## config.mk

```make
export PLATFORM = sky130hd
export DESIGN_NAME = byterun1_plane_decoder
export DESIGN_NICKNAME = d
export VERILOG_FILES = /design/src/design/br1_pkg.sv /design/src/design/br1_cfg.sv /design/src/design/br1_core.sv /design/src/design/byterun1_plane_decoder.sv
export SDC_FILE = /design/constraint.sdc
export NUM_CORES = 2
export LEC_CHECK = 0
export ABC_AREA = 1
export BUFFER_PORTS_ARGS = -buffer_cell sky130_fd_sc_hd__buf_2
export CORE_MARGIN = 8
export CORE_UTILIZATION = 40
export CTS_BUF_LIST = sky130_fd_sc_hd__clkbuf_2
export DETAILED_ROUTE_END_ITERATION = 8
export PLACE_DENSITY = 0.66
export SLEW_MARGIN = 5
export SYNTH_ARGS = -nofsm -noshare
export SYNTH_HDL_FRONTEND = slang
export SYNTH_SLANG_ARGS = --single-unit
```

## constraint.sdc

```tcl
create_clock -name clk -period 8.5 [get_ports clk]
set_input_delay 1.7 -clock clk [delete_from_list [all_inputs] [get_ports clk]]
set_output_delay 1.7 -clock clk [all_outputs]
set_load 0.01 [all_outputs]
```

## src/design/br1_pkg.sv

```systemverilog
// Shared types, widths and constants of the ByteRun1 plane decoder.
`timescale 1ns / 1ps
`default_nettype none
package br1_pkg;

  localparam int CODE_W = 8;                      // body byte / pixel width
  localparam int ROW_W  = 13;                     // row_bytes and image rows
  localparam int PL_W   = 4;                      // plane_count / plane index
  localparam int TOT_W  = ROW_W + ROW_W + PL_W;   // image byte total
  localparam int RL_W   = ROW_W + 2;              // signed bytes left in row
  localparam int CFG_W  = ROW_W;                  // widest register
  localparam int IDX_W  = 2;

  localparam int DEF_MAX_ROW_BYTES = 4096;
  localparam int DEF_MAX_ROWS      = 4096;
  localparam int DEF_MAX_PLANES    = 8;

  // Header byte codes
  localparam logic [CODE_W-1:0] HDR_NOP = 8'h80;

  // Register indexes
  typedef enum logic [IDX_W-1:0] {
    REG_ROW_BYTES   = 2'd0,
    REG_ROWS        = 2'd1,
    REG_PLANE_COUNT = 2'd2,
    REG_HAS_MASK    = 2'd3
  } reg_idx_t;

  // Decoder phase, one-hot
  typedef enum logic [2:0] {
    PH_HEADER  = 3'b001,
    PH_LITERAL = 3'b010,
    PH_REPEAT  = 3'b100
  } phase_t;

  // Image geometry as seen by the decode core
  typedef struct packed {
    logic [ROW_W-1:0] row_bytes;
    logic [PL_W-1:0]  plane_count;
    logic             has_mask;
    logic [TOT_W-1:0] total;
    logic             restart;      // register written this cycle
    logic [ROW_W-1:0] reload_rows;  // row_bytes value after that write
  } cfg_t;

  // One body byte
  typedef struct packed {
    logic [CODE_W-1:0] code_byte;
    logic              chunk_last;
  } item_t;

  // One decode result
  typedef struct packed {
    logic              emit;
    logic [CODE_W-1:0] pixel_value;
    logic [CODE_W-1:0] repeat_count;
    logic              body_done;
    logic              status;
  } res_t;

endpackage
`default_nettype wire

```

## src/design/br1_cfg.sv

```systemverilog
// Configuration registers and the image size products.
`timescale 1ns / 1ps
`default_nettype none
module br1_cfg #(
  parameter int MAX_ROW_BYTES = br1_pkg::DEF_MAX_ROW_BYTES,
  parameter int MAX_ROWS      = br1_pkg::DEF_MAX_ROWS,
  parameter int MAX_PLANES    = br1_pkg::DEF_MAX_PLANES
) (
  input  wire logic                      clk,
  input  wire logic                      rst_n,
  input  wire logic                      cfg_we,
  input  wire logic [br1_pkg::IDX_W-1:0] cfg_index,
  input  wire logic [br1_pkg::CFG_W-1:0] cfg_wdata,
  output br1_pkg::cfg_t                  cfg
);
  import br1_pkg::*;

  localparam int RR_W = ROW_W + ROW_W;
  localparam int RP_W = ROW_W + PL_W;

  logic [ROW_W-1:0] row_bytes_r, rows_r, rb_sat, rc_sat;
  logic [PL_W-1:0]  plane_count_r, pc_sat;
  logic             has_mask_r;
  logic [RR_W-1:0]  rb_rc_r;   // row_bytes * rows
  logic [RP_W-1:0]  rb_pc_r;   // row_bytes * plane_count
  logic [RP_W-1:0]  rc_pc_r;   // rows * plane_count
  logic [TOT_W-1:0] total_r;
  reg_idx_t         idx;

  assign idx = reg_idx_t'(cfg_index);

  // Saturate written values to the parameter limits
  always_comb begin
    rb_sat = ({{(32-ROW_W){1'b0}}, cfg_wdata} > MAX_ROW_BYTES) ?
             ROW_W'(MAX_ROW_BYTES) : cfg_wdata;
    rc_sat = ({{(32-ROW_W){1'b0}}, cfg_wdata} > MAX_ROWS) ?
             ROW_W'(MAX_ROWS) : cfg_wdata;
    pc_sat = ({{(32-PL_W){1'b0}}, cfg_wdata[PL_W-1:0]} > MAX_PLANES) ?
             PL_W'(MAX_PLANES) : cfg_wdata[PL_W-1:0];
  end

  // Each size write refreshes its two pair products and the total, one multiply each
  always_ff @(posedge clk) begin
    if (!rst_n) begin
      row_bytes_r   <= ROW_W'(1);
      rows_r        <= ROW_W'(1);
      plane_count_r <= PL_W'(1);
      has_mask_r    <= 1'b0;
      rb_rc_r       <= RR_W'(1);
      rb_pc_r       <= RP_W'(1);
      rc_pc_r       <= RP_W'(1);
      total_r       <= TOT_W'(1);
    end else if (cfg_we) begin
      unique case (idx)
        REG_ROW_BYTES: begin
          row_bytes_r <= rb_sat;
          rb_rc_r     <= RR_W'(rb_sat) * RR_W'(rows_r);
          rb_pc_r     <= RP_W'(rb_sat) * RP_W'(plane_count_r);
          total_r     <= TOT_W'(rb_sat) * TOT_W'(rc_pc_r);
        end
        REG_ROWS: begin
          rows_r  <= rc_sat;
          rb_rc_r <= RR_W'(row_bytes_r) * RR_W'(rc_sat);
          rc_pc_r <= RP_W'(rc_sat) * RP_W'(plane_count_r);
          total_r <= TOT_W'(rb_pc_r) * TOT_W'(rc_sat);
        end
        REG_PLANE_COUNT: begin
          plane_count_r <= pc_sat;
          rb_pc_r       <= RP_W'(row_bytes_r) * RP_W'(pc_sat);
          rc_pc_r       <= RP_W'(rows_r) * RP_W'(pc_sat);
          total_r       <= TOT_W'(rb_rc_r) * TOT_W'(pc_sat);
        end
        REG_HAS_MASK: begin
          has_mask_r <= cfg_wdata[0];
        end
        default: begin
        end
      endcase
    end
  end

  always_comb begin
    cfg.row_bytes   = row_bytes_r;
    cfg.plane_count = plane_count_r;
    cfg.has_mask    = has_mask_r;
    cfg.total       = total_r;
    cfg.restart     = cfg_we;
    cfg.reload_rows = (cfg_we && idx == REG_ROW_BYTES) ? rb_sat : row_bytes_r;
  end

endmodule
`default_nettype wire

```

## src/design/br1_core.sv

```systemverilog
// Decode state and the per-byte run logic.
`timescale 1ns / 1ps
`default_nettype none
module br1_core (
  input  wire logic          clk,
  input  wire logic          rst_n,
  input  wire br1_pkg::cfg_t cfg,
  input  wire logic          fire,
  input  wire br1_pkg::item_t item,
  output br1_pkg::res_t      res
);
  import br1_pkg::*;

  localparam int DF_W = RL_W + 1;
  localparam logic signed [RL_W-1:0] RL_M1 = -RL_W'(1);
  localparam logic signed [RL_W-1:0] RL_M2 = -RL_W'(2);
  localparam logic signed [DF_W-1:0] DF_M1 = -DF_W'(1);

  phase_t                  phase_r, phase_nxt;
  logic [CODE_W-1:0]       lit_left_r, lit_left_nxt;
  logic                    drop_pad_r, drop_pad_nxt;
  logic signed [RL_W-1:0]  row_left_r, row_left_nxt;
  logic [PL_W-1:0]         plane_r, plane_nxt;
  logic [TOT_W-1:0]        written_r, written_nxt;
  logic                    overrun_r, overrun_nxt;

  logic                    mask_row, full, pad;
  logic signed [RL_W-1:0]  row_end, rl_w;
  logic signed [DF_W-1:0]  diff;
  logic [PL_W:0]           pi_inc, pi_lim;
  logic [CODE_W-1:0]       run_n, lit_dec, cnt, val;
  logic [TOT_W-1:0]        room;
  logic                    st;

  always_comb begin
    phase_nxt    = phase_r;
    lit_left_nxt = lit_left_r;
    drop_pad_nxt = drop_pad_r;
    row_left_nxt = row_left_r;
    plane_nxt    = plane_r;
    written_nxt  = written_r;
    overrun_nxt  = overrun_r;
    cnt          = '0;
    val          = '0;
    mask_row     = (plane_r == cfg.plane_count);
    full         = (written_r >= cfg.total);
    room         = cfg.total - written_r;
    row_end      = cfg.row_bytes[0] ? RL_M1 : '0;
    rl_w         = row_left_r;
    pi_inc       = {1'b0, plane_r} + (PL_W+1)'(1);
    pi_lim       = {1'b0, cfg.plane_count} + {{PL_W{1'b0}}, cfg.has_mask};
    lit_dec      = (lit_left_r != '0) ? lit_left_r - CODE_W'(1) : lit_left_r;
    pad          = 1'b0;
    diff         = '0;
    run_n        = '0;

    unique case (phase_r)
      PH_HEADER: begin
        if (!full) begin
          // Row wrap ahead of the header
          if (row_left_r == row_end) begin
            rl_w      = $signed({2'b00, cfg.row_bytes});
            plane_nxt = (pi_inc >= pi_lim) ? '0 : pi_inc[PL_W-1:0];
          end
          if (!item.code_byte[CODE_W-1]) begin
            run_n = {1'b0, item.code_byte[CODE_W-2:0]} + CODE_W'(1);
          end else begin
            run_n = CODE_W'(9'd257 - {1'b0, item.code_byte});
          end
          // Take the run off the row; clamp a row overrun
          diff = $signed({rl_w[RL_W-1], rl_w}) -
                 $signed({{(DF_W-CODE_W){1'b0}}, run_n});
          row_left_nxt = (diff < DF_M1) ? RL_M2 : diff[RL_W-1:0];
          pad = (diff == DF_M1);
          if (!item.code_byte[CODE_W-1]) begin
            lit_left_nxt = run_n;
            drop_pad_nxt = pad;
            phase_nxt    = PH_LITERAL;
          end else if (item.code_byte != HDR_NOP) begin
            lit_left_nxt = pad ? run_n - CODE_W'(1) : run_n;
            phase_nxt    = PH_REPEAT;
          end else begin
            row_left_nxt = rl_w;
          end
        end
      end
      PH_LITERAL: begin
        lit_left_nxt = lit_dec;
        if (!(drop_pad_r && lit_dec == '0) && !mask_row) begin
          if (!full) begin
            cnt         = CODE_W'(1);
            val         = item.code_byte;
            written_nxt = written_r + TOT_W'(1);
          end else begin
            overrun_nxt = 1'b1;
          end
        end
        if (lit_dec == '0) begin
          phase_nxt    = PH_HEADER;
          drop_pad_nxt = 1'b0;
        end
      end
      PH_REPEAT: begin
        if (!mask_row) begin
          if ({{(TOT_W-CODE_W){1'b0}}, lit_left_r} > room) begin
            overrun_nxt = 1'b1;
            cnt         = room[CODE_W-1:0];
          end else begin
            cnt = lit_left_r;
          end
          written_nxt = written_r + {{(TOT_W-CODE_W){1'b0}}, cnt};
          val         = (cnt != '0) ? item.code_byte : '0;
        end
        lit_left_nxt = '0;
        phase_nxt    = PH_HEADER;
      end
      default: begin
        phase_nxt = PH_HEADER;
      end
    endcase

    st = item.chunk_last && (overrun_nxt || written_nxt != cfg.total);

    res.emit         = item.chunk_last || (cnt != '0);
    res.pixel_value  = val;
    res.repeat_count = cnt;
    res.body_done    = item.chunk_last;
    res.status       = st;
  end

  // State update; body end and register writes restart the body
  always_ff @(posedge clk) begin
    if (!rst_n) begin
      phase_r    <= PH_HEADER;
      lit_left_r <= '0;
      drop_pad_r <= 1'b0;
      row_left_r <= RL_W'(1);
      plane_r    <= '0;
      written_r  <= '0;
      overrun_r  <= 1'b0;
    end else if (cfg.restart || (fire && item.chunk_last)) begin
      phase_r    <= PH_HEADER;
      lit_left_r <= '0;
      drop_pad_r <= 1'b0;
      row_left_r <= $signed({2'b00, cfg.restart ? cfg.reload_rows : cfg.row_bytes});
      plane_r    <= '0;
      written_r  <= '0;
      overrun_r  <= 1'b0;
    end else if (fire) begin
      phase_r    <= phase_nxt;
      lit_left_r <= lit_left_nxt;
      drop_pad_r <= drop_pad_nxt;
      row_left_r <= row_left_nxt;
      plane_r    <= plane_nxt;
      written_r  <= written_nxt;
      overrun_r  <= overrun_nxt;
    end
  end

endmodule
`default_nettype wire

```

## src/design/byterun1_plane_decoder.sv

```systemverilog
// Top level of the ByteRun1 plane decoder: input register, core, result register.
//
// Decodes a ByteRun1 (PackBits) image body, one compressed byte per item.
// Input channel: in_tdata carries the body byte, in_tlast marks the chunk's
// last byte. Result channel: out_tdata carries a byte value and a repeat
// count; out_tlast marks the result for the chunk's last byte and out_tuser
// then gives its status (0 ok, 1 corrupt length). A repeat count of 0 is a
// status-only result. A byte that yields no run and is not last gives no result.
// Geometry is set through cfg_we / cfg_index / cfg_wdata while idle; each
// write restarts the body decoder, and the image total is registered by the write.
// A byte is taken into the input register, then decoded into the result
// register once it is free or being emptied. Throughput: one byte per cycle
// while out_tready holds, set by the single decode stage between the registers.
// Reset: geometry 1 x 1 x 1 without mask, decoder waiting for a header.
// Stall: a held result keeps its value; the input register still takes one
// byte, after which in_tready drops until the result is taken.
`timescale 1ns / 1ps
`default_nettype none
module byterun1_plane_decoder #(
  parameter int MAX_ROW_BYTES = br1_pkg::DEF_MAX_ROW_BYTES,
  parameter int MAX_ROWS      = br1_pkg::DEF_MAX_ROWS,
  parameter int MAX_PLANES    = br1_pkg::DEF_MAX_PLANES
) (
  input  wire logic                        clk,
  input  wire logic                        rst_n,
  input  wire logic                        cfg_we,
  input  wire logic [br1_pkg::IDX_W-1:0]   cfg_index,
  input  wire logic [br1_pkg::CFG_W-1:0]   cfg_wdata,
  input  wire logic                        in_tvalid,
  output logic                             in_tready,
  input  wire logic [br1_pkg::CODE_W-1:0]  in_tdata,   // [7:0] code_byte
  input  wire logic                        in_tlast,   // chunk_last
  output logic                             out_tvalid,
  input  wire logic                        out_tready,
  output logic [2*br1_pkg::CODE_W-1:0]     out_tdata,  // [7:0] pixel_value, [15:8] repeat_count
  output logic                             out_tlast,  // body_done
  output logic                             out_tuser   // status
);
  import br1_pkg::*;

  cfg_t  cfg;
  item_t item_r;
  res_t  res, res_r;
  logic  in_vld_r, out_vld_r, fire;

  // Decode happens when the result register is free or being emptied
  assign fire      = in_vld_r && (!out_vld_r || out_tready);
  assign in_tready = !in_vld_r || fire;

  br1_cfg #(
    .MAX_ROW_BYTES (MAX_ROW_BYTES),
    .MAX_ROWS      (MAX_ROWS),
    .MAX_PLANES    (MAX_PLANES)
  ) u_cfg (
    .clk       (clk),
    .rst_n     (rst_n),
    .cfg_we    (cfg_we),
    .cfg_index (cfg_index),
    .cfg_wdata (cfg_wdata),
    .cfg       (cfg)
  );

  br1_core u_core (
    .clk   (clk),
    .rst_n (rst_n),
    .cfg   (cfg),
    .fire  (fire),
    .item  (item_r),
    .res   (res)
  );

  // Input register
  always_ff @(posedge clk) begin
    if (!rst_n) begin
      in_vld_r <= 1'b0;
    end else if (in_tready) begin
      in_vld_r <= in_tvalid;
    end
  end

  always_ff @(posedge clk) begin
    if (in_tvalid && in_tready) begin
      item_r.code_byte  <= in_tdata;
      item_r.chunk_last <= in_tlast;
    end
  end

  // Result register
  always_ff @(posedge clk) begin
    if (!rst_n) begin
      out_vld_r <= 1'b0;
    end else if (fire) begin
      out_vld_r <= res.emit;
    end else if (out_tready) begin
      out_vld_r <= 1'b0;
    end
  end

  always_ff @(posedge clk) begin
    if (fire && res.emit) begin
      res_r <= res;
    end
  end

  assign out_tvalid = out_vld_r;
  assign out_tdata  = {res_r.repeat_count, res_r.pixel_value};
  assign out_tlast  = res_r.body_done;
  assign out_tuser  = res_r.status;

endmodule
`default_nettype wire

```

==> metrics.md <==
| Metric | Value |
|---|---|
| Post-CTS setup buffers | 0 |
| Clock slew at reported path FFs | roughly 0.14 ns |
| Unrepaired setup endpoints after global routing | no |
| WHS Endpoint | u_core.drop_pad_r |
| Fmax | between 100 and 150 MHz |
| Layout cells sized above 1 | 5.38% |
| Die width | 366 um |
| Remaining DRCs | 0 |
| 1st-pass router iterations | 6 |
| Part of the cycle the worst path needs | 86.5% |
| Post-synthesis sequential area ratio | 9.23% |
| Die span in y | 366 um |
| Worst EP arrival | 8.42 ns |
| IR drop worst, VDD | 0.0783 mV |
| Async S/R FF share, synth | 0% |
| Number of synthesized flops with an enable pin | 27 |
| Post-synthesis xor/xnor area fraction | 1.95% |
| Area grow syn2layout | 5.76% |
| Final Max Tran Viols | 0 |
| Remaining global-route overflow | 0 |
| Post-synthesis compound-gate area fraction | 11.1% |
| Crit path required time | around 9.6 ns |
| Outcome | finished, final reports clean |
| CTS H-tree lvls | 3 |
| Total CTS buffers | 68 |
| Kind of critical path | input pin to flop |
| DIE AREA | 0.134 mm2 |
| Core region area | 0.122 mm2 |
| Netlist cell types | 60 |
| Footprint of the multi-input gates | 0.0380 mm2 |
| Final setup fails | 0 |
| # IOs | 49 |
| CTS tree | yes |
| Starting Density | 40.2% |
| Ys flop type | dfxtp_1 |
| Layout fillers | 12600 |
| Mapped Nets | 8278 |
| Worst hold slack | 0.494 ns |
| Worst Reg-to-Reg Cells | 40 |
| Cells after synthesis | 7094 |
| Final #Nets | 8214 |
| Cts repair resizes | 0 |
| IO Port Bufs | 48 |
| Worst-margin pin slew | around 1.1 ns |
| CP max-delay cell | fa_1 |
| HPWL Detailed | 128000 um |
| CP max stage delay | 0.57 ns |
| # clock sinks | between 200 and 250 |
| Critical path peak fanout | 23 |
| FP Rows | 128 |
| Min-delay worst type | flop to flop |
| Crit. End Element | flop |
| PwrDens | 95.5 mW/mm2 |
| Drt wl/cell | 18.5 um |
| Initial DRC count | 4394 |
| Slew Limit Headroom | 26.5% |
| Post-detailed-route via-to-cell ratio | roughly 5.3 |
| Mapped cell area | 0.0489 mm2 |
| Mean Syn Cell Area | 6.90 um2 |
| Vias | 46400 |
| Fin. Hold Viols | 0 |
| R2R Path Start | u_cfg.total_r[1] |
| Maxcap violations | 0 |
| Total GRT Usage | 23.6% |
| Post-Route WL | 161000 um |
| Cts-stage hold buffer count | 0 |
| Yosys reg bits | roughly 210 |
| Routability cong. | 0.961 |
| R2R setup slack | 1.34 ns |
| Insertion delay to the later sink of the worst-skew pair | 1.25 ns |
| Post-synthesis adder-cell area fraction | 40.1% |
| Synth warnings | 0 |
| Clock Path Buffers | 3 |
| Simple-gate portion of the synthesized area | 24.4% |
| Initial antenna violation count | 3 |
| HP Start | u_core.drop_pad_r |
| Hold path cells | 2 |
| Mux share of post-synthesis cell area | 0% |
| Startpoint Class | input pin |
| Final min period | 7.35 ns |
| CTS root buf | clkbuf_2 |
| Largest net degree at the start of global routing | 90 |
| RR Endpoint | out_tuser |
| Final setup skew | 0.142 ns |
| Main combinational cell family by area after synthesis | adder cells |
| LEAKAGE | between 0.02 and 0.03 uW |
| Final setup TNS | 0 ns |
| Vias in the first global route | 45900 |
| First-pass GRT wire length | 256000 um |
| Antenna Nets Post-Route | 0 |
| Register area | 0.00451 mm2 |
## worst max path at each step
stage                  start                end  slack, ns
3_5_place_dp   cfg_wdata[11]  u_cfg.total_r[22]       0.09
4_1_cts        cfg_wdata[11]  u_cfg.total_r[23]       1.34
3_3_place_gp   cfg_wdata[11]  u_cfg.rb_rc_r[22]       0.14
2_1_floorplan  cfg_wdata[11]  u_cfg.total_r[22]       0.63
5_1_grt        cfg_wdata[11]  u_cfg.total_r[23]       0.69
6_report       cfg_wdata[11]  u_cfg.total_r[23]       1.15
## power by group
group	switching [uW]	internal (uW)	leakage [uW]	total [uW]
combinational	1840	919	0.0252	2760
sequential	168	1070	0.00177	1240
clock	623	315	0.000470	938
## per-layer routing
layer  wire [um]  global-route usage, %
met1       69000                   32.4
met2       69700                   36.5
met3       14900                   4.37
met4        7900                   9.97
met5          13                      0
## cells in the mapped netlist (all sizes together) (2+ instances only)
cell type / number / area (um2)
a21o: 11 / 82.6
o221ai: 8 / 70.1
a221o: 2 / 20.0
o21ai: 359 / 1820
nor4: 12 / 75.1
nand3: 311 / 1580
fa: 689 / 13800
a21boi: 6 / 45.0
nor3: 52 / 319
nor2: 594 / 2330
o311ai: 3 / 26.3
nand4: 47 / 307
o211a: 2 / 20.0
xnor2: 38 / 333
clkbuf: 223 / 837
xor2: 71 / 622
and2: 7 / 43.8
inv: 1417 / 5320
or2: 9 / 56.3
ha: 466 / 5830
o211ai: 52 / 390
o21a: 11 / 82.6
edfxtp: 27 / 811
buf: 60 / 275
o31ai: 9 / 67.6
nand2: 1851 / 7020
and3: 2 / 12.5
a21oi: 450 / 2270
o21bai: 15 / 113
a31oi: 42 / 263
dfxtp: 185 / 3700
nand3b: 22 / 165
clkinv: 20 / 75.1
o22ai: 14 / 93.8
a211oi: 2 / 15.0
## logic make-up after synthesis
family                   Yosys count
adder cells (fa/ha/maj)         1155
buffers and inverters           1720
XOR/XNOR                         109
AO/OA/AOI/OAI                    990
flip-flops                       212
AND/OR/NAND/NOR                 2908
## state kept, by name, indices dropped and copies added (netlist names), 15 cells and up
signal,cells
u_cfg.rb_rc_r,26
u_cfg.rb_pc_r,17
u_cfg.rc_pc_r,17
u_core.row_left_r,15
u_core.written_r,30
u_cfg.total_r,30
out_tdata,16
## layout make-up
cell class | instances | area share (%)
tap | 1625 | 3.93
multi-input combinational | 5162 | 73.5
antenna | 5 | 0.0242
clock inverter | 30 | 0.312
sequential | 212 | 8.72
inverter | 1437 | 10.4
clock buffer | 92 | 0.890
timing repair buffer | 149 | 2.20
## critical path: cells and delay by family
| family | cells | cell delay (ns) |
|---|---|---|
| buffers and inverters | 9 | 1.03 |
| adder cells (fa/ha/maj) | 6 | 2.90 |
| AO/OA/AOI/OAI | 8 | 1.38 |
| AND/OR/NAND/NOR | 9 | 1.35 |
## per-stage QoR
| step | area (um2) | total power (uW) | utilization (%) | setup slack, ns | std cells |
|---|---|---|---|---|---|
| 3_3_place_gp | 51100 | 3930 | 42.0 | 0.137 | 8585 |
| 2_1_floorplan | 48900 | 3120 | - | 0.633 | 7094 |
| 4_1_cts | 51700 | 4930 | 42.6 | 1.34 | 8707 |
| 5_1_grt | 51700 | 5380 | 42.6 | 0.694 | 8712 |
| 3_5_place_dp | 51100 | 3970 | 42.0 | 0.0898 | 8585 |
| 6_report | 51700 | 4940 | 42.6 | 1.15 | 8712 |
## cells in the final DEF (no fill, tap or decap), types with 8 or more instances in the layout
cell	synthesis	routed
o22ai_1	13	13
nor4_1	12	12
xor2_1	71	71
or2_2	9	9
nor2_4	3	17
o211ai_1	52	52
edfxtp_1	27	27
nor2_1	571	555
clkinv_2	0	10
fa_1	689	689
nand3_1	308	308
buf_2	19	47
dfxtp_1	185	185
a31oi_1	42	42
inv_1	1387	1386
inv_2	30	31
clkbuf_2	0	92
nand2_2	14	14
o31ai_1	9	9
ha_1	466	465
o21a_1	11	11
a21o_1	11	11
nand4_1	45	45
nor2_2	18	20
buf_12	0	11
nand3b_1	22	22
nor3_1	44	42
buf_4	3	91
a21oi_1	446	445
nand2_1	1832	1832
clkinv_1	20	33
xnor2_1	38	38
o21ai_1	17	17
o21bai_1	15	15
o221ai_1	8	8
o21ai_0	339	339
Power figures use the tool's default switching activity.
